`src/rtl/pid_velocity_command_limiter_defines.svh`:
```
// Assertion macros for the velocity command limiter.
// No dependencies; included by modules that carry assertions.
`ifndef PID_VELOCITY_COMMAND_LIMITER_DEFINES_SVH
`define PID_VELOCITY_COMMAND_LIMITER_DEFINES_SVH
`ifndef ASSERT_OFF
`define ASSERT_IMPL(label, clk, rst_n, prop) \
    label: assert property (@(posedge clk) disable iff (!rst_n) prop) else $error("violated");
`define ASSERT_NEVER(label, clk, rst_n, expr) \
    label: assert property (@(posedge clk) disable iff (!rst_n) !(expr)) else $error("never");
`else
`define ASSERT_IMPL(label, clk, rst_n, prop)
`define ASSERT_NEVER(label, clk, rst_n, expr)
`endif
`endif

```
`src/rtl/pvcl_pkg.sv`:
```
// Shared types, constants and saturating helpers for the velocity command limiter.
// No dependencies.
package pvcl_pkg;
    localparam logic signed [31:0] MAX_CORRECTION = 32'sd1073741824;
    localparam logic [23:0] MIN_DT = 24'd17;
    localparam logic signed [31:0] S32_MAX = 32'sh7FFFFFFF;
    localparam logic signed [31:0] S32_MIN = 32'sh80000000;

    // Register indexes.
    localparam logic [2:0] REG_PID_ENABLE = 3'd0;
    localparam logic [2:0] REG_GAIN_P     = 3'd1;
    localparam logic [2:0] REG_GAIN_I     = 3'd2;
    localparam logic [2:0] REG_GAIN_D     = 3'd3;
    localparam logic [2:0] REG_FF_GAIN    = 3'd4;
    localparam logic [2:0] REG_INT_LIMIT  = 3'd5;
    localparam logic [2:0] REG_MAX_VEL    = 3'd6;
    localparam logic [2:0] REG_MAX_ACCEL  = 3'd7;

    // Multiplier result shift select.
    typedef enum logic [0:0] {
        t_SHIFT16 = 1'b0,
        t_SHIFT24 = 1'b1
    } t_mul_shift;

    typedef struct packed {
        logic              start;
        t_mul_shift        shift;
        logic signed [32:0] a;
        logic signed [32:0] b;
    } t_mul_req;

    // Saturate a 34-bit value to signed 32 bits.
    function automatic logic signed [31:0] sat32(input logic signed [33:0] v);
        logic signed [31:0] r;
        if (v > 34'sh0_7FFF_FFFF) begin
            r = S32_MAX;
        end else if (v < -34'sh0_8000_0000) begin
            r = S32_MIN;
        end else begin
            r = v[31:0];
        end
        return r;
    endfunction

    // Symmetric clamp against a nonnegative limit.
    function automatic logic signed [33:0] clampsym(input logic signed [33:0] v,
                                                    input logic [30:0] lim);
        logic signed [33:0] l;
        logic signed [33:0] r;
        l = $signed({3'b000, lim});
        if (v > l) begin
            r = l;
        end else if (v < -l) begin
            r = -l;
        end else begin
            r = v;
        end
        return r;
    endfunction
endpackage

```
`src/rtl/pvcl_mul.sv`:
```
// Shared multiplier with rounding right shift and 32-bit saturation.
// Depends on pvcl_pkg; one product per request, product and result both registered.
`include "pid_velocity_command_limiter_defines.svh"
module pvcl_mul (
    input  logic                 i_clk,
    input  logic                 i_rst_n,
    input  pvcl_pkg::t_mul_req   i_req,
    output logic                 o_done,
    output logic signed [31:0]   o_result
);
    logic signed [65:0] r_prod;
    pvcl_pkg::t_mul_shift r_shift;
    logic r_prod_vld;
    logic signed [65:0] n_round;
    logic signed [33:0] n_shifted;

    // Stage one registers the raw product, stage two the saturated result.
    always_ff @(posedge i_clk) begin
        if (!i_rst_n) begin
            r_prod_vld <= 1'b0;
            o_done     <= 1'b0;
        end else begin
            r_prod_vld <= i_req.start;
            o_done     <= r_prod_vld;
        end
        r_prod  <= i_req.a * i_req.b;
        r_shift <= i_req.shift;
        o_result <= pvcl_pkg::sat32(n_shifted);
    end

    // Add half an LSB and floor-shift, which rounds ties toward plus infinity.
    always_comb begin
        if (r_shift == pvcl_pkg::t_SHIFT24) begin
            n_round   = r_prod + 66'sd8388608;
            n_shifted = (n_round >>> 24) > 66'sh1_FFFF_FFFF ? 34'sh1_FFFF_FFFF :
                        (n_round >>> 24) < -66'sh2_0000_0000 ? -34'sh2_0000_0000 :
                        34'(n_round >>> 24);
        end else begin
            n_round   = r_prod + 66'sd32768;
            n_shifted = (n_round >>> 16) > 66'sh1_FFFF_FFFF ? 34'sh1_FFFF_FFFF :
                        (n_round >>> 16) < -66'sh2_0000_0000 ? -34'sh2_0000_0000 :
                        34'(n_round >>> 16);
        end
    end

    `ASSERT_IMPL(a_done_follows, i_clk, i_rst_n, i_req.start |-> ##2 o_done)
    `ASSERT_NEVER(a_no_early_done, i_clk, i_rst_n, o_done && !$past(r_prod_vld))
    `ASSERT_IMPL(a_pipe, i_clk, i_rst_n, r_prod_vld |-> $past(i_req.start))
endmodule

```
`config.mk`:
```
export PLATFORM = sky130hd
export DESIGN_NAME = pvcl_mul
export DESIGN_NICKNAME = d
export VERILOG_FILES = /design/src/rtl/pvcl_pkg.sv /design/src/rtl/pvcl_mul.sv
export VERILOG_INCLUDE_DIRS = /design/src /design/src/rtl
export SDC_FILE = /design/constraint.sdc
export NUM_CORES = 2
export LEC_CHECK = 0
export BUFFER_PORTS_ARGS = -buffer_cell sky130_fd_sc_hd__buf_2
export CAP_MARGIN = 20
export CORE_ASPECT_RATIO = 1.4
export CORE_MARGIN = 3
export CORE_UTILIZATION = 50
export CTS_BUF_LIST = sky130_fd_sc_hd__clkbuf_8
export DETAILED_ROUTE_END_ITERATION = 10
export GPL_ROUTABILITY_DRIVEN = 0
export GPL_TIMING_DRIVEN = 0
export PLACE_DENSITY = 0.66
export REMOVE_ABC_BUFFERS = 1
export SYNTH_ARGS = -nofsm -noshare
export SYNTH_HDL_FRONTEND = slang
export SYNTH_SLANG_ARGS = --single-unit
```
`constraint.sdc`:
```
create_clock -name i_clk -period 13.8 [get_ports i_clk]
set_input_delay 1.38 -clock i_clk [delete_from_list [all_inputs] [get_ports i_clk]]
set_output_delay 1.38 -clock i_clk [all_outputs]
set_load 0.005 [all_outputs]
```
==> qor.csv <==
metric;value;unit
Synth warnings;0;
Initial DRC Count;1634;
root buffer cell;clkbuf_8;
period utilisation layout;74.02;%
status;finished, final reports clean;
async set or reset register ratio after synthesis;0;%
Hold-fix buffers, CTS;0;
Synth cell types;62;
Layout Nets;6043;
Max FO, Critical Path;33;
Routed Antenna Nets;0;
vias in the first global route;34510;
placed cell count;5691;
fraction of layout cells with a size suffix above 1;3.009;%
most frequent cells after synthesis;inv_1, fa_1, nand2_1;
nature of the critical path startpoint;primary input;
Avg Cell Area, Syn;9.061;um2
first-pass iteration count of the detailed router;5;
worst hold-check path type;reg -> reg;
via/cell ratio;5.375;
largest net degree at the start of global routing;34;
area of the core;84660;um2
area leader, netlist;fa_1;
Finished Cell Area;44200;um2
CP arrival;10530;ps
Mapped Cells;4736;
CP Class;in -> reg;
min cycle time layout;10210;ps
Max Root-Sink Buffers;2;
Max Cap Violations;0;
clock latency on the worst-skew pair;380;ps
final hold viol count;0;
hold slack;448.1;ps
setup bufs post-CTS;0;
RSZ-0062 raised after global routing;no;
Layout Cells excl Fill;5708;
htree depth;3;
Ant. Diodes;0;
Die Span Y;352.6;um
setup_tns;0;ps
clk slew on worst S/H paths;100;ps
Setup Viol. Count Final;0;
DR vias;30680;
first-pass GRT wire length;181400;um
synthesized area;42910;um2
Setup Skew;21.19;ps
Worst Path Required;14120;ps
Ports;103;
Final Max Slew Viols;0;
Port Buffer Count;102;
CTS Buf Count;9;
Starting Density;50.69;%
Placed Area;43980;um2
Die W;253.6;um
routed length per instance;19.03;um
Overflow after GRT;0;
CTS tree;yes;
num rows;126;
clock sink count;86;
dpl hpwl;88720;um
PostCTS Resize Cnt;0;
Area Overhead vs Synth;2.997;%
initial antenna violation count;1;
max frequency;0.09790;GHz
Yosys reg bits;86;
kind of end point of the critical path;flop;
Worst Tran Pin Value;1149;ps
Die ar.;89430;um2
slew margin rel.;21.44;%
Post-synth EDFFs;0;
# DRC;0;
dominant synthesized flop cell;dfxtp_1;
leading post-synthesis cells by cell area;fa_1, inv_1, and2_1;
most common cell in the synthesized netlist;inv_1;
sequential cell area fraction in the yosys report;4.012;%
final wirelength;108600;um
GRT Overall Usage;25.86;%
top cell type's share of synthesized area;53.37;%
Fillers;7956;
[worst max-delay path, stage by stage]
cell and delay (ps):
buf_2 540, nand2_1 190, inv_1 180, fa_1 500, fa_1 630, fa_1 690
fa_1 950, inv_1 510, fa_1 640, inv_1 60, fa_1 490, fa_1 490
inv_1 50, fa_1 470, inv_1 40, ha_1 360, a21o_1 190, a21o_1 170
a21oi_1 220, o21ai_0 150, a21oi_1 180, nor2_1 60, a2111oi_0 520, o32ai_1 210
or4_1 520, o21ai_0 130
[routing by layer]
| layer | part of all wire, % | wire, um | up-vias | track usage, % |
|---|---|---|---|---|
| li1 | - | - | 13420 | - |
| met1 | 36 | 38930 | 16110 | 29.38 |
| met2 | 56 | 60450 | 841 | 49.81 |
| met3 | 3.6 | 3957 | 309 | 1.763 |
| met4 | 4.9 | 5288 | 0 | 10.17 |
| met5 | 0 | 0 | - | 0 |
[per-stage QoR]
| stage | util (%) | worst slack, ps |
|---|---|---|
| 2_1_floorplan | - | 5158 |
| 3_3_place_gp | 51.81 | 3161 |
| 3_5_place_dp | 51.95 | 3149 |
| 4_1_cts | 52.19 | 3545 |
| 5_1_grt | 52.21 | 3172 |
| 6_report | 52.21 | 3586 |
[cell families (layout without fill, tap and decap cells)]
kind of cell | Yosys count | count (layout) | synth area share (%)
xor gates and xnor gates | 132 | 132 | 2.694
buffers and inverters | 1418 | 1302 | 12.45
adders and majority gates | 1358 | 1358 | 59.61
AOI/OAI and AO/OA | 260 | 260 | 3.758
DFF | 86 | 86 | 4.012
muxes | 6 | 6 | 0.1429
and+or+nand+nor | 1476 | 1476 | 17.34
[final timing paths]
path	from	to	slack (ps)	depth (start not counted)
min	r_prod_vld$_SDFF_PN0_	o_done$_SDFF_PN0_	450	1
max reg2reg	r_prod[23]$_DFF_P_	o_result[29]$_SDFF_PN1_	8320	11
max	i_req[65]	r_prod[63]$_DFF_P_	3590	26
min reg2reg	r_prod_vld$_SDFF_PN0_	o_done$_SDFF_PN0_	450	1
[flip-flops by register name, indices dropped and copies added, names as in the netlist]
register,cells
r_prod_vld,1
o_result,32
r_prod,51
r_shift,1
o_done,1
[cell type report]
cell class / instances / area [um2] / area share [%]
Tap cell: 1088 / 1361 / 3.080
Multi-Input combinational cell: 3232 / 35900 / 81.22
Sequential cell: 86 / 1722 / 3.895
Inverter: 1176 / 4414 / 9.987
Timing Repair Buffer: 110 / 594.3 / 1.345
Clock inverter: 7 / 86.33 / 0.1953
Clock buffer: 9 / 123.9 / 0.2802
[cells in the final DEF, fill, tap and decap left out, types with 9 or more instances in the layout]
cell      count
and2_1      558
dfxtp_1      86
nor3_1       19
fa_1       1144
o22ai_1      34
nand4_1      38
ha_1        214
o21ai_0      41
and3_1       18
o21ai_1      30
buf_2       104
nor2b_1      15
xnor2_1      75
and4_1       13
a21o_1       28
nor2_1      139
clkbuf_8      9
xor2_1       57
nor4_1        9
nand2b_1     20
or3_1         9
inv_1      1175
nand2_1     579
nand3_1      37
a21oi_1      63
Power is left out: the tool's default activity adds up to more than one toggle a clock period on the data nets, which glitch-free logic cannot reach.
