### src/rtl/pid_velocity_command_limiter_defines.svh
// Assertion macros for the velocity command limiter.
// No dependencies; included by modules that carry assertions.
`ifndef PID_VELOCITY_COMMAND_LIMITER_DEFINES_SVH
`define PID_VELOCITY_COMMAND_LIMITER_DEFINES_SVH
`ifndef ASSERT_OFF
`define ASSERT_IMPL(label, clk, rst_n, prop) \
    label: assert property (@(posedge clk) disable iff (!rst_n) prop) else $error("violated");
`define ASSERT_NEVER(label, clk, rst_n, expr) \
    label: assert property (@(posedge clk) disable iff (!rst_n) !(expr)) else $error("never");
`else
`define ASSERT_IMPL(label, clk, rst_n, prop)
`define ASSERT_NEVER(label, clk, rst_n, expr)
`endif
`endif

### src/rtl/pvcl_pkg.sv
// Shared types, constants and saturating helpers for the velocity command limiter.
// No dependencies.
package pvcl_pkg;
    localparam logic signed [31:0] MAX_CORRECTION = 32'sd1073741824;
    localparam logic [23:0] MIN_DT = 24'd17;
    localparam logic signed [31:0] S32_MAX = 32'sh7FFFFFFF;
    localparam logic signed [31:0] S32_MIN = 32'sh80000000;

    // Register indexes.
    localparam logic [2:0] REG_PID_ENABLE = 3'd0;
    localparam logic [2:0] REG_GAIN_P     = 3'd1;
    localparam logic [2:0] REG_GAIN_I     = 3'd2;
    localparam logic [2:0] REG_GAIN_D     = 3'd3;
    localparam logic [2:0] REG_FF_GAIN    = 3'd4;
    localparam logic [2:0] REG_INT_LIMIT  = 3'd5;
    localparam logic [2:0] REG_MAX_VEL    = 3'd6;
    localparam logic [2:0] REG_MAX_ACCEL  = 3'd7;

    // Multiplier result shift select.
    typedef enum logic [0:0] {
        t_SHIFT16 = 1'b0,
        t_SHIFT24 = 1'b1
    } t_mul_shift;

    typedef struct packed {
        logic              start;
        t_mul_shift        shift;
        logic signed [32:0] a;
        logic signed [32:0] b;
    } t_mul_req;

    // Saturate a 34-bit value to signed 32 bits.
    function automatic logic signed [31:0] sat32(input logic signed [33:0] v);
        logic signed [31:0] r;
        if (v > 34'sh0_7FFF_FFFF) begin
            r = S32_MAX;
        end else if (v < -34'sh0_8000_0000) begin
            r = S32_MIN;
        end else begin
            r = v[31:0];
        end
        return r;
    endfunction

    // Symmetric clamp against a nonnegative limit.
    function automatic logic signed [33:0] clampsym(input logic signed [33:0] v,
                                                    input logic [30:0] lim);
        logic signed [33:0] l;
        logic signed [33:0] r;
        l = $signed({3'b000, lim});
        if (v > l) begin
            r = l;
        end else if (v < -l) begin
            r = -l;
        end else begin
            r = v;
        end
        return r;
    endfunction
endpackage

### src/rtl/pvcl_cfg.sv
// APB register file holding gains and limits.
// Depends on pvcl_pkg for register indexes.
module pvcl_cfg (
    input  logic        i_clk,
    input  logic        i_rst_n,
    input  logic        psel,
    input  logic        penable,
    input  logic        pwrite,
    input  logic [4:0]  paddr,
    input  logic [31:0] pwdata,
    output logic [31:0] prdata,
    output logic        pready,
    output logic        o_pid_enable,
    output logic signed [31:0] o_gain_p,
    output logic signed [31:0] o_gain_i,
    output logic signed [31:0] o_gain_d,
    output logic signed [31:0] o_ff_gain,
    output logic [30:0] o_integral_limit,
    output logic [30:0] o_max_velocity,
    output logic [30:0] o_max_accel
);
    logic [2:0] n_idx;
    logic       n_wr;

    assign pready = 1'b1;
    assign n_idx  = paddr[4:2];
    assign n_wr   = psel && penable && pwrite;

    // Register writes.
    always_ff @(posedge i_clk) begin
        if (!i_rst_n) begin
            o_pid_enable     <= 1'b0;
            o_gain_p         <= '0;
            o_gain_i         <= '0;
            o_gain_d         <= '0;
            o_ff_gain        <= '0;
            o_integral_limit <= '0;
            o_max_velocity   <= '0;
            o_max_accel      <= '0;
        end else if (n_wr) begin
            case (n_idx)
                pvcl_pkg::REG_PID_ENABLE: o_pid_enable     <= pwdata[0];
                pvcl_pkg::REG_GAIN_P:     o_gain_p         <= pwdata;
                pvcl_pkg::REG_GAIN_I:     o_gain_i         <= pwdata;
                pvcl_pkg::REG_GAIN_D:     o_gain_d         <= pwdata;
                pvcl_pkg::REG_FF_GAIN:    o_ff_gain        <= pwdata;
                pvcl_pkg::REG_INT_LIMIT:  o_integral_limit <= pwdata[30:0];
                pvcl_pkg::REG_MAX_VEL:    o_max_velocity   <= pwdata[30:0];
                pvcl_pkg::REG_MAX_ACCEL:  o_max_accel      <= pwdata[30:0];
                default: ;
            endcase
        end
    end

    // Read back.
    always_comb begin
        case (n_idx)
            pvcl_pkg::REG_PID_ENABLE: prdata = {31'd0, o_pid_enable};
            pvcl_pkg::REG_GAIN_P:     prdata = o_gain_p;
            pvcl_pkg::REG_GAIN_I:     prdata = o_gain_i;
            pvcl_pkg::REG_GAIN_D:     prdata = o_gain_d;
            pvcl_pkg::REG_FF_GAIN:    prdata = o_ff_gain;
            pvcl_pkg::REG_INT_LIMIT:  prdata = {1'b0, o_integral_limit};
            pvcl_pkg::REG_MAX_VEL:    prdata = {1'b0, o_max_velocity};
            pvcl_pkg::REG_MAX_ACCEL:  prdata = {1'b0, o_max_accel};
            default:                  prdata = '0;
        endcase
    end
endmodule

### config.mk
export PLATFORM = sky130hd
export DESIGN_NAME = pvcl_cfg
export DESIGN_NICKNAME = d
export VERILOG_FILES = /design/src/rtl/pid_velocity_command_limiter_defines.svh /design/src/rtl/pvcl_pkg.sv /design/src/rtl/pvcl_cfg.sv
export SDC_FILE = /design/constraint.sdc
export NUM_CORES = 1
export LEC_CHECK = 0
export BUFFER_PORTS_ARGS = -buffer_cell sky130_fd_sc_hd__buf_2
export CAP_MARGIN = 20
export CORE_MARGIN = 2
export CORE_UTILIZATION = 52
export DETAILED_ROUTE_END_ITERATION = 7
export GPL_TIMING_DRIVEN = 0
export PLACE_DENSITY_LB_ADDON = 0.05
export SYNTH_ARGS = -nofsm -noshare
export SYNTH_HDL_FRONTEND = slang
export SYNTH_SLANG_ARGS = --single-unit
export TNS_END_PERCENT = 30
### constraint.sdc
create_clock -name i_clk -period 2.2 [get_ports i_clk]
set_clock_uncertainty 0.05 [all_clocks]
set_input_delay 0.55 -clock i_clk [delete_from_list [all_inputs] [get_ports i_clk]]
set_output_delay 0.55 -clock i_clk [all_outputs]
set_load 0.005 [all_outputs]
==> impl_metrics.toml <==
[yosys]
synth_cell_types = 37
synth.most_common_cell = "nand2_1"
synth.largest_area_cell = "dfxtp_1"
syn_area_per_cell_um2 = 9.852
yosys_warnings = 0
synth_edf_count = 0
synth-async-reset-ratio = 0
synth_nets = 1033
synth_seq_cells = 222
ys_top_cells_by_area = "dfxtp_1 46%, mux2i_1 24%, nand2_1 10%, a22oi_1 3.5%, mux2_2 2.1%"
synth_top_flop_cell = "dfxtp_1"
synth_top_area_frac = 0.4552
synth_cells = 991
synth_common_cells = "260 x nand2_1, 230 x mux2i_1, 222 x dfxtp_1"
syn_area_um2 = 9763
synth-seq-area-share = 0.4552

[cts]
cts.htree.levels = 1
clk_latency_ps = 510
cts_tree = "done"
path_clk_slew_ps = 60
cts_buffers = 24
cts_root_buffer = "clkbuf_16"
cts_num_sinks = 222
cts_buffer_depth = 3

[place]
dpl.hpwl_um = 25410
dpl.cell_count = 1517
portBuffers = 292
gp_congestion = 0.8919
post-place-ws_ps = -939.5

[sta]
drv_slew = 0
fmax_mhz = 412.5
report.final.hold_viol_count = 0
period_needed_ps = 2424
setup_viol = 32
layout_setup_ws_ps = -224.4
rsz0062_at_grt = "true"
tightest_slew_ps = 772.1
slew_headroom = 0.4853
timing.final.crit_share = 1.102

[setup_path]
endpoint_kind = "primary output"
crit_type = "in2out"
worst_setup_path_start_kind = "primary input"
required_ps = 1600
crit_arrival_ps = 1820
cp_max_fo = 10

[drt]
wirelength_um = 37790
drtAntennaViolNets = 0
num_vias = 9416
viasPerCell = 5.978
firstDrtPassIters = 5
drtIter0Drc = 680
drc_errors = 0
routedWlPerCell_um = 23.99

[floorplanning]
coreArea_um2 = 18580
floorplan.initialDensity = 0.5255
die_w_um = 141.0
fp.dieArea_um2 = 19890
die_h_um = 141.0
io_pins = 297
num_rows = 50

[global_route]
antenna_found_initial = 2
grt_overflow = 0
grt_use_total = 0.3599
grt_pass1_vias = 8945
grt_start_max_net_pins = 13
grt_pass1_wl_um = 54100

[layout]
nets = 1367
areaGrowthSynthToFinish_pct = 35.60
drive_gt1_frac = 0.3694
final_cells = 1575

[flow_run]
max_cap_violations = 0

[run_status]
violations = "setup timing"
status = "finished, violations left"

[power]
peakVddDrop_mv = 0.5936
p_leak_nw = 5.770
power_density_nw_per_um2 = 667.7

[min_path]
hold_class = "in2reg"
[final timing paths]
path,startpoint,endpoint,slack (ps),cells past startpoint
setup reg to reg,o_gain_d[8]$_SDFFE_PN0P_,o_gain_d[8]$_SDFFE_PN0P_,1430,2
setup / recovery,paddr[2],prdata[10],-220,7
hold / removal,pwdata[31],o_gain_i[31]$_SDFFE_PN0P_,350,3
hold reg to reg,o_max_accel[27]$_SDFFE_PN0P_,o_max_accel[27]$_SDFFE_PN0P_,420,2
[layer usage]
layer | vias up | wire length [um] | track usage
li1 | 4181 | - | -
met1 | 4581 | 15260 | 0.4658
met2 | 541 | 17590 | 0.6005
met3 | 111 | 3415 | 0.06250
met4 | 2 | 1513 | 0.1432
met5 | - | 7 | 0
[per-stage QoR]
stage / total power, mW / instance area (um^2) / setup TNS (ps) / hold slack [ps] / utilization
floorplan: 4.464 / 9763 / 0 / 409.3 / -
global placement: 4.749 / 11520 / -22620 / 401.4 / 0.6199
detailed placement: 4.751 / 11520 / -22560 / 407.7 / 0.6199
CTS: 8.779 / 13020 / -4762 / 344.9 / 0.7009
global route: 9.037 / 13240 / -5643 / 365.5 / 0.7124
finish: 8.839 / 13240 / -5050 / 346.9 / 0.7125
[cell usage in the layout (no fill, tap or decap), types with 3 or more instances in the layout]
cell,netlist,routed
buf_12,0,15
and3_1,6,5
o221ai_1,15,7
nor3b_2,1,4
nor3b_4,0,3
mux2_4,0,5
clkbuf_8,0,7
clkinv_2,0,3
buf_8,0,8
mux2i_1,230,228
dfxtp_1,222,221
o211ai_1,6,6
buf_6,9,23
a211o_1,6,6
buf_1,8,5
o2bb2ai_1,6,6
mux4_2,3,3
o21ai_1,0,3
a22oi_1,45,14
clkbuf_16,0,26
nor2b_4,0,3
o221ai_2,0,8
a22o_1,8,8
o21ai_2,0,4
nand2_1,260,260
a21oi_2,0,3
mux2_2,18,13
a22oi_2,0,31
a221oi_1,13,11
buf_4,12,20
nand3b_1,17,17
buf_2,27,292
nor2_2,5,5
clkbuf_1,28,29
a21oi_1,9,6
[critical path, stage by stage]
cell and delay (ps):
buf_8 100, buf_8 130, and3b_2 250, buf_6 180, a22o_1 190, a211o_1 260, buf_2 140
[sequential cells by signal, summed over array words and instances (netlist names)]
signal            cells
o_ff_gain            32
o_max_velocity       31
o_max_accel          31
o_integral_limit     31
o_gain_i             32
o_pid_enable          1
o_gain_p             32
o_gain_d             32
[logic make-up after synthesis]
| logic type | Yosys count | synth area share |
|---|---|---|
| simple gates | 310 | 0.1375 |
| buf+inv | 86 | 0.04806 |
| other cells | 1 | 0.0003841 |
| mux | 251 | 0.2635 |
| flops | 222 | 0.4552 |
| compound gates | 121 | 0.09535 |
[where the power goes]
group	leakage, nW	internal [mW]	switching (mW)
clock	0.378	2.35	1.64
sequential	1.79	4.05	0.0262
combinational	3.60	0.274	0.493
[layout make-up]
type	count	area, um^2
Multi-Input combinational cell	683	5211
Clock buffer	37	720.7
Antenna cell	1	2.502
Timing Repair Buffer	308	1709
Inverter	2	11.26
Tap cell	234	292.8
Sequential cell	222	4446
Clock inverter	4	45.04
Buffer	84	800.8
Fill cell	1485	5341
[repair_timing]
action / 4_1_cts / 5_1_grt
hold buffers: 0 / 0
resized for setup: 164 / 42
pin swaps: 16 / 19
setup endpoints to repair: 32 / 32
gates cloned: 3 / 0
setup buffers: 10 / 3
(Power assumes the default switching activity.)
